[src/rtl/core/cdamd_pkg.sv]
// Shared constants, types and character table for the display mode detector.
package cdamd_pkg;

  localparam int unsigned FRAME_BYTES = 8;
  localparam int unsigned TEXT_BYTES  = FRAME_BYTES - 1;
  localparam int unsigned LEN_W       = 4;
  localparam int unsigned ID_W        = 11;
  localparam int unsigned WIN_W       = 16;
  localparam int unsigned TIME_W      = 32;
  localparam int unsigned CFG_IDX_W   = 1;
  localparam int unsigned CFG_DATA_W  = 16;

  localparam logic [CFG_IDX_W-1:0] CFG_WATCH_ID    = 1'd0;
  localparam logic [CFG_IDX_W-1:0] CFG_PAIR_WINDOW = 1'd1;

  localparam logic [ID_W-1:0]  WATCH_ID_RST = 11'd0;
  localparam logic [WIN_W-1:0] WINDOW_RST   = 16'd100;

  localparam logic [7:0] HEAD_MARK    = 8'h10;
  localparam logic [7:0] TEXT_MARK    = 8'h21;
  localparam logic [7:0] ASCII_FORMAT = 8'h59;

  typedef enum logic [3:0] {
    CH_A, CH_U, CH_X, CH_R, CH_E, CH_N, CH_L, CH_T, CH_C, CH_GT, CH_M
  } ch_t;

  localparam int unsigned CHAR_COUNT = 11;

  function automatic logic [7:0] char_of(ch_t c);
    logic [7:0] v;
    v = 8'h00;
    case (c)
      CH_A:    v = "A";
      CH_U:    v = "U";
      CH_X:    v = "X";
      CH_R:    v = "R";
      CH_E:    v = "E";
      CH_N:    v = "N";
      CH_L:    v = "L";
      CH_T:    v = "T";
      CH_C:    v = "C";
      CH_GT:   v = ">";
      CH_M:    v = "M";
      default: v = 8'h00;
    endcase
    return v;
  endfunction

  typedef struct packed {
    logic                  dig;
    logic                  sp;
    logic [CHAR_COUNT-1:0] eq;
  } cls_t;

  typedef struct packed {
    logic hit;
    logic mode;
  } decision_t;

endpackage

[src/rtl/core/cdamd_if.sv]
// Item channel interfaces: CAN frame input and mode result output.
interface cdamd_in_if;
  logic                              valid;
  logic                              ready;
  logic [cdamd_pkg::ID_W-1:0]        frame_id;
  logic [cdamd_pkg::LEN_W-1:0]       frame_len;
  logic [7:0]                        data_byte0;
  logic [7:0]                        data_byte1;
  logic [7:0]                        data_byte2;
  logic [7:0]                        data_byte3;
  logic [7:0]                        data_byte4;
  logic [7:0]                        data_byte5;
  logic [7:0]                        data_byte6;
  logic [7:0]                        data_byte7;
  logic [cdamd_pkg::TIME_W-1:0]      now_ms;

  modport source (
    output valid, frame_id, frame_len, data_byte0, data_byte1, data_byte2, data_byte3,
           data_byte4, data_byte5, data_byte6, data_byte7, now_ms,
    input  ready
  );
  modport sink (
    input  valid, frame_id, frame_len, data_byte0, data_byte1, data_byte2, data_byte3,
           data_byte4, data_byte5, data_byte6, data_byte7, now_ms,
    output ready
  );
endinterface

interface cdamd_out_if;
  logic valid;
  logic ready;
  logic aux_mode;

  modport source (output valid, aux_mode, input ready);
  modport sink (input valid, aux_mode, output ready);
endinterface

[src/rtl/core/cdamd_lane.sv]
// Per-byte character classifier lane.
module cdamd_lane (
  input  logic [7:0]      byte_i,
  output cdamd_pkg::cls_t cls_o
);

  assign cls_o.dig = (byte_i >= "0") && (byte_i <= "9");
  assign cls_o.sp  = (byte_i == " ");

  for (genvar k = 0; k < cdamd_pkg::CHAR_COUNT; k++) begin : g_eq
    assign cls_o.eq[k] = (byte_i == cdamd_pkg::char_of(cdamd_pkg::ch_t'(k)));
  end

endmodule

[src/rtl/core/cdamd_merge.sv]
// Combines lane classes into a pattern decision: a hit on any pattern, and the AUX mode.
module cdamd_merge (
  input  cdamd_pkg::cls_t      cls_i [cdamd_pkg::TEXT_BYTES],
  input  logic [7:0]           fmt_i,
  output cdamd_pkg::decision_t dec_o
);

  logic p_aux, p_banner, p_cd, p_radio, p_mpre, p_lpre, p_freq;
  logic fmt_ascii;

  assign fmt_ascii = (fmt_i >= cdamd_pkg::ASCII_FORMAT);

  // cls_i[0] is data byte 1
  assign p_aux = cls_i[0].eq[cdamd_pkg::CH_A] && cls_i[1].eq[cdamd_pkg::CH_U]
              && cls_i[2].eq[cdamd_pkg::CH_X];

  assign p_banner = cls_i[0].eq[cdamd_pkg::CH_R] && cls_i[1].eq[cdamd_pkg::CH_E]
                 && cls_i[2].eq[cdamd_pkg::CH_N] && cls_i[3].eq[cdamd_pkg::CH_A]
                 && cls_i[4].eq[cdamd_pkg::CH_U] && cls_i[5].eq[cdamd_pkg::CH_L]
                 && cls_i[6].eq[cdamd_pkg::CH_T];

  assign p_cd = cls_i[0].eq[cdamd_pkg::CH_T] && cls_i[1].eq[cdamd_pkg::CH_R]
             && cls_i[2].sp && (cls_i[3].sp || cls_i[3].dig) && cls_i[4].dig
             && cls_i[5].sp && cls_i[6].eq[cdamd_pkg::CH_C];

  assign p_radio = cls_i[0].eq[cdamd_pkg::CH_GT] && cls_i[1].sp && !cls_i[2].sp
                && fmt_ascii;

  assign p_mpre = cls_i[0].eq[cdamd_pkg::CH_M] && cls_i[1].sp
               && (cls_i[2].sp || cls_i[2].dig) && cls_i[3].dig && cls_i[4].dig
               && cls_i[5].dig && cls_i[6].sp;

  assign p_lpre = cls_i[0].eq[cdamd_pkg::CH_L] && cls_i[1].sp && cls_i[2].sp
               && cls_i[3].dig && cls_i[4].dig && cls_i[5].dig && cls_i[6].sp;

  assign p_freq = cls_i[0].sp && cls_i[1].sp && cls_i[2].sp && cls_i[3].dig
               && cls_i[4].dig && cls_i[5].dig && cls_i[6].dig && !fmt_ascii;

  assign dec_o.hit  = p_aux || p_banner || p_cd || p_radio || p_mpre || p_lpre || p_freq;
  assign dec_o.mode = p_aux;

endmodule

[src/rtl/core/can_display_aux_mode_detector.sv]
// Top level: frame filter, header state, window test and result buffer.
//
// Usage: one CAN frame enters per item on in_if (valid/ready). Frames whose
// id differs from watch_id or whose length is below eight are dropped.
// Header frames latch the format byte and arrival time; text frames within
// pair_window_ms of the last header are matched by seven byte lanes and a
// merge stage. A result item on out_if carries the new aux_mode, and only
// when the mode changes.
// Throughput: one frame per cycle while the skid entry is free; all decoding
// is a single combinational pass between the input handshake and the result
// register.
// Output: a result register plus one skid entry; input ready drops only
// while the skid entry is occupied, so a stalled receiver blocks input
// after one further result-producing frame.
// Reset (rst_n low, synchronous): watch_id 0, window 100 ms, no header seen,
// mode not AUX, result buffer empty. Configuration via cfg_we, cfg_idx and
// cfg_wdata: the user writes it only while the block is idle; no check enforces it.
module can_display_aux_mode_detector (
  input  logic                             clk,
  input  logic                             rst_n,
  cdamd_in_if.sink                         in_if,
  cdamd_out_if.source                      out_if,
  input  logic                             cfg_we,
  input  logic [cdamd_pkg::CFG_IDX_W-1:0]  cfg_idx,
  input  logic [cdamd_pkg::CFG_DATA_W-1:0] cfg_wdata
);

  logic [cdamd_pkg::ID_W-1:0]   watch_id_r;
  logic [cdamd_pkg::WIN_W-1:0]  window_r;
  logic [7:0]                   format_byte_r;
  logic [cdamd_pkg::TIME_W-1:0] header_time_r;
  logic                         header_seen_r;
  logic                         aux_active_r;
  logic                         out_valid_r, out_mode_r;
  logic                         skid_valid_r, skid_mode_r;

  logic                         accept, frame_ok, is_head, is_text, late, emit, out_free;
  logic [cdamd_pkg::TIME_W-1:0] deadline, diff;
  logic [7:0]                   text_bytes [cdamd_pkg::TEXT_BYTES];
  cdamd_pkg::cls_t              cls [cdamd_pkg::TEXT_BYTES];
  cdamd_pkg::decision_t         dec;

  assign in_if.ready = !skid_valid_r;
  assign accept      = in_if.valid && !skid_valid_r;

  assign frame_ok = (in_if.frame_id == watch_id_r)
                 && (in_if.frame_len >= cdamd_pkg::LEN_W'(cdamd_pkg::FRAME_BYTES));
  assign is_head  = frame_ok && (in_if.data_byte0 == cdamd_pkg::HEAD_MARK);
  assign is_text  = frame_ok && (in_if.data_byte0 == cdamd_pkg::TEXT_MARK);

  assign deadline = header_time_r + cdamd_pkg::TIME_W'(window_r);
  assign diff     = in_if.now_ms - deadline;
  assign late     = (diff != '0) && !diff[cdamd_pkg::TIME_W-1];

  assign text_bytes[0] = in_if.data_byte1;
  assign text_bytes[1] = in_if.data_byte2;
  assign text_bytes[2] = in_if.data_byte3;
  assign text_bytes[3] = in_if.data_byte4;
  assign text_bytes[4] = in_if.data_byte5;
  assign text_bytes[5] = in_if.data_byte6;
  assign text_bytes[6] = in_if.data_byte7;

  for (genvar i = 0; i < cdamd_pkg::TEXT_BYTES; i++) begin : g_lane
    cdamd_lane u_lane (
      .byte_i (text_bytes[i]),
      .cls_o  (cls[i])
    );
  end

  cdamd_merge u_merge (
    .cls_i (cls),
    .fmt_i (format_byte_r),
    .dec_o (dec)
  );

  assign emit = accept && is_text && header_seen_r && !late && dec.hit
             && (dec.mode != aux_active_r);

  assign out_free = !out_valid_r || out_if.ready;

  assign out_if.valid    = out_valid_r;
  assign out_if.aux_mode = out_mode_r;

  always_ff @(posedge clk) begin
    if (!rst_n) begin
      watch_id_r    <= cdamd_pkg::WATCH_ID_RST;
      window_r      <= cdamd_pkg::WINDOW_RST;
      header_time_r <= '0;
      header_seen_r <= 1'b0;
      aux_active_r  <= 1'b0;
      out_valid_r   <= 1'b0;
      skid_valid_r  <= 1'b0;
    end else begin
      if (cfg_we) begin
        case (cfg_idx)
          cdamd_pkg::CFG_WATCH_ID:    watch_id_r <= cfg_wdata[cdamd_pkg::ID_W-1:0];
          cdamd_pkg::CFG_PAIR_WINDOW: window_r   <= cfg_wdata[cdamd_pkg::WIN_W-1:0];
          default: ;
        endcase
      end
      if (accept && is_head) begin
        header_time_r <= in_if.now_ms;
        header_seen_r <= 1'b1;
      end
      if (emit) begin
        aux_active_r <= dec.mode;
      end
      if (out_free) begin
        if (skid_valid_r) begin
          out_valid_r  <= 1'b1;
          skid_valid_r <= 1'b0;
        end else begin
          out_valid_r <= emit;
        end
      end else if (emit) begin
        skid_valid_r <= 1'b1;
      end
    end
  end

  // payload registers, no reset
  always_ff @(posedge clk) begin
    if (accept && is_head) begin
      format_byte_r <= in_if.data_byte6;
    end
    if (out_free) begin
      out_mode_r <= skid_valid_r ? skid_mode_r : dec.mode;
    end else if (emit) begin
      skid_mode_r <= dec.mode;
    end
  end

endmodule
[src/flat_wrapper.sv]
// flat-port wrapper written by rule: the top's interface ports become plain ports
module can_display_aux_mode_detector_flat 
  (clk, rst_n, cfg_we, cfg_idx, cfg_wdata, in_if_valid, in_if_frame_id, in_if_frame_len, in_if_data_byte0, in_if_data_byte1, in_if_data_byte2, in_if_data_byte3, in_if_data_byte4, in_if_data_byte5, in_if_data_byte6, in_if_data_byte7, in_if_now_ms, in_if_ready, out_if_valid, out_if_aux_mode, out_if_ready);
  cdamd_in_if in_if_i ();
  cdamd_out_if out_if_i ();
  input  logic clk;
  input  logic rst_n;
  input  logic cfg_we;
  input  logic [cdamd_pkg::CFG_IDX_W-1:0] cfg_idx;
  input  logic [cdamd_pkg::CFG_DATA_W-1:0] cfg_wdata;
  input wire logic [$bits(in_if_i.valid)-1:0] in_if_valid;
  input wire logic [$bits(in_if_i.frame_id)-1:0] in_if_frame_id;
  input wire logic [$bits(in_if_i.frame_len)-1:0] in_if_frame_len;
  input wire logic [$bits(in_if_i.data_byte0)-1:0] in_if_data_byte0;
  input wire logic [$bits(in_if_i.data_byte1)-1:0] in_if_data_byte1;
  input wire logic [$bits(in_if_i.data_byte2)-1:0] in_if_data_byte2;
  input wire logic [$bits(in_if_i.data_byte3)-1:0] in_if_data_byte3;
  input wire logic [$bits(in_if_i.data_byte4)-1:0] in_if_data_byte4;
  input wire logic [$bits(in_if_i.data_byte5)-1:0] in_if_data_byte5;
  input wire logic [$bits(in_if_i.data_byte6)-1:0] in_if_data_byte6;
  input wire logic [$bits(in_if_i.data_byte7)-1:0] in_if_data_byte7;
  input wire logic [$bits(in_if_i.now_ms)-1:0] in_if_now_ms;
  output wire logic [$bits(in_if_i.ready)-1:0] in_if_ready;
  output wire logic [$bits(out_if_i.valid)-1:0] out_if_valid;
  output wire logic [$bits(out_if_i.aux_mode)-1:0] out_if_aux_mode;
  input wire logic [$bits(out_if_i.ready)-1:0] out_if_ready;
  assign in_if_i.valid = in_if_valid;
  assign in_if_i.frame_id = in_if_frame_id;
  assign in_if_i.frame_len = in_if_frame_len;
  assign in_if_i.data_byte0 = in_if_data_byte0;
  assign in_if_i.data_byte1 = in_if_data_byte1;
  assign in_if_i.data_byte2 = in_if_data_byte2;
  assign in_if_i.data_byte3 = in_if_data_byte3;
  assign in_if_i.data_byte4 = in_if_data_byte4;
  assign in_if_i.data_byte5 = in_if_data_byte5;
  assign in_if_i.data_byte6 = in_if_data_byte6;
  assign in_if_i.data_byte7 = in_if_data_byte7;
  assign in_if_i.now_ms = in_if_now_ms;
  assign in_if_ready = in_if_i.ready;
  assign out_if_valid = out_if_i.valid;
  assign out_if_aux_mode = out_if_i.aux_mode;
  assign out_if_i.ready = out_if_ready;
  can_display_aux_mode_detector u_core (.clk(clk), .rst_n(rst_n), .in_if(in_if_i), .out_if(out_if_i), .cfg_we(cfg_we), .cfg_idx(cfg_idx), .cfg_wdata(cfg_wdata));
endmodule
[config.mk]
export PLATFORM = sky130hd
export DESIGN_NAME = can_display_aux_mode_detector_flat
export DESIGN_NICKNAME = d
export VERILOG_FILES = /design/src/rtl/core/cdamd_pkg.sv /design/src/rtl/core/cdamd_if.sv /design/src/rtl/core/cdamd_lane.sv /design/src/rtl/core/cdamd_merge.sv /design/src/rtl/core/can_display_aux_mode_detector.sv /design/src/flat_wrapper.sv
export SDC_FILE = /design/constraint.sdc
export NUM_CORES = 1
export LEC_CHECK = 0
export CORE_MARGIN = 4
export CORE_UTILIZATION = 31
export DETAILED_ROUTE_END_ITERATION = 6
export DONT_BUFFER_PORTS = 1
export PLACE_DENSITY_LB_ADDON = 0.08
export SETUP_SLACK_MARGIN = 0.5
export SKIP_CTS_REPAIR_TIMING = 1
export SLEW_MARGIN = 40
export SYNTH_ARGS = -nofsm -noshare
export SYNTH_HDL_FRONTEND = slang
export SYNTH_SLANG_ARGS = --single-unit
[constraint.sdc]
create_clock -name clk -period 10.5 [get_ports clk]
set_input_delay 1.575 -clock clk [delete_from_list [all_inputs] [get_ports clk]]
set_output_delay 1.575 -clock clk [all_outputs]
set_load 0.02 [all_outputs]
==> results.toml <==
[global_route]
grt_start_max_net_pins = 60
track_usage_pct = 16.2
antenna_found_initial = 0
grt_pass1_vias = 5941
grt_overflow_total = 0
grt_pass1_wl_um = 29500

[routing]
drt_first_iter_violations = 285
drc = 0
drtPass1Iterations = 4
drt-total-wl_um = 18400
wl_per_cell_um = 16.5
ant_nets = 0
via_per_inst = 5.20
vias = 5798

[yosys]
syn-cell-area_sq_um = 6310
ys.flop_type = "dfxtp_1"
synth-edff-count = 10
syn-num-nets = 1055
synth_seq_cells = 73
synth-warning-count = 0
yosysTopAreaCell = "dfxtp_1"
synth-seq-area-share_pct = 24.7
synth_cells = 858
ys_top_cells_by_count = "nand2_1, inv_1, a21oi_1"
synth.avg_cell_area_sq_um = 7.36
synthTopCellsByArea = "dfxtp_1, ha_1, nand2_1"
yosys.cell_count.top_type = "nand2_1"
async_reset_ff_share_pct = 0
synth_top_area_share_pct = 20.0
yosysUniqueCellTypes = 69

[outcome]
status = "complete, no violations"

[timing]
fin_skew_ns = 0.00766
worstMarginPinSlew_ns = 0.822
relSlewSlack_pct = 44.4
grt_setup_unrepaired = "false"
setup_viol = 0
finalSetupTns_ns = 0
hold-worst-slack_ns = 0.459
fin_crit_ns = 5.38
max_freq_ghz = 0.186
post-route-period-util_pct = 51.2
slew_viol_final = 0
finalHoldViolCount = 0

[job]
cap_violations = 0

[power_and_ir_drop]
p_leak_nw = 2.71
vdd_drop_max_mv = 0.0845
power.density_nw_per_um2 = 119

[clock_tree]
numCtsBuffers = 9
cts_sinks = 73
worstSkewPairLatency_ns = 0.35
cts_buffer_depth = 2
cts-root-buf = "clkbuf_16"
cts.htree.levels = 3
path_clk_slew_ns = 0.06
cts_tree = "built"

[layout]
layout-drive-gt1-share_pct = 3.42
final_nets = 1041
nFillCells = 2141
diodes = 0
area_delta_synth_final_pct = 9.38

[die]
core_sq_um = 19700
rows = 51
fp.dieW_um = 151
dieArea_sq_um = 22700
top_level_ports = 136
dieHeight_um = 151
initial_core_util_pct = 32.0

[place]
dpl.hpwl_um = 14800
portBuffers = 0
gp_congestion = 0.821

[setup_path]
crit_path_max_incr_delay_ns = 0.55
crit_required_ns = 10.55
endpoint_kind = "register"
cp.arrival_ns = 5.43
worst-path-buf-inv = 0
critical_path_class = "input port to register"
slowest_stage = "fa_1"
path_cells = "fa_1 -> ha_1 -> nor2_1 -> fa_1 -> and2b_1 -> o21ai_1 -> a21oi_1 -> o32a_1 -> a21oi_1 -> o311ai_0 -> o211ai_1 -> nor4b_1 -> a41oi_1 -> nor2_1"
crit_family = "compound AO/OA/AOI/OAI gates"
crit_fanout = 4
critPathLaunchType = "input port"

[min_path]
hold_class = "register to register"
## cell type report
| class | count | area, sq um | share of cell area, % |
|---|---|---|---|
| clock buffer | 9 | 225 | 3.26 |
| sequential | 73 | 1560 | 22.6 |
| timing repair buffer | 1 | 7.51 | 0.109 |
| clock inverter | 7 | 103 | 1.49 |
| multi-input combinational | 654 | 4280 | 62.0 |
| tap | 265 | 332 | 4.80 |
| inverter | 105 | 397 | 5.74 |
## worst paths after layout
check	end	cells past startpoint	from	slack (ns)
hold / removal	u_core.header_time_r[28]	2	u_core.header_time_r[28]	0.46
hold reg to reg	u_core.header_time_r[28]	2	u_core.header_time_r[28]	0.46
setup / recovery	u_core.skid_mode_r	14	in_if_now_ms[0]	5.12
setup reg to reg	u_core.skid_mode_r	16	u_core.header_time_r[0]	5.97
## kinds of logic after synthesis
| family | Yosys count | synth area share [%] |
|---|---|---|
| compound gates | 204 | 19.8 |
| mux | 6 | 0.991 |
| buf+inv | 131 | 7.85 |
| simple gates | 352 | 28.2 |
| xor+xnor | 28 | 3.88 |
| fa+ha+maj | 64 | 14.6 |
| flops | 73 | 24.7 |
## layout by cell type (no fill, tap or decap), drive strengths merged, types with 7 or more instances in the layout
cell type,instances
and3,9
nor3,16
nor2,45
or3,8
nor4b,8
nand2,156
nor4,12
nand3,18
nand4,22
inv,107
xor2,16
o21ai,33
a31oi,7
nor3b,9
clkbuf,9
nor2b,9
a21oi,100
nand2b,8
o211a,7
a21o,7
ha,48
dfxtp,63
fa,16
o211ai,8
xnor2,12
edfxtp,10
## state kept, by name, summed over array words and instances, names as in the netlist
signal,flops
u_core.skid_mode_r,1
u_core.watch_id_r,11
u_core.out_if.aux_mode,1
u_core.format_byte_r,8
u_core.skid_valid_r,1
u_core.window_r,16
u_core.header_seen_r,1
u_core.out_if.valid,1
u_core.header_time_r,32
u_core.aux_active_r,1
## where the power goes
part | switching (W) | internal (W)
Combinational | 0.000109 | 0.0000702
Sequential | 0.00000343 | 0.000288
Clock | 0.000138 | 0.000211
Total | 0.000250 | 0.000569
## stage by stage
step	cell area, sq um	setup slack [ns]	utilization, %	std cells	power (W)
floorplan	6310	5.30	-	858	0.000438
global placement	6560	4.71	33.3	1098	0.000476
detailed placement	6570	4.74	33.3	1098	0.000476
CTS	6900	5.09	35.0	1114	0.000835
global route	6900	4.81	35.0	1114	0.000863
finish	6900	5.12	35.0	1114	0.000819
## routing by layer
metal / up-vias / share of wire, % / GRT usage [%]
met5: - / 0 / 0
met4: 0 / 1.1 / 4.90
met1: 2698 / 46 / 21.0
li1: 2974 / - / -
met2: 114 / 47 / 26.8
met3: 12 / 5.9 / 3.61
## worst min-delay path: stages, from the launching register on
cell	delay, ns
dfxtp_1	0.31
nand2_1	0.05
a21oi_1	0.05
Note: power is estimated with default switching activity, not from simulation.
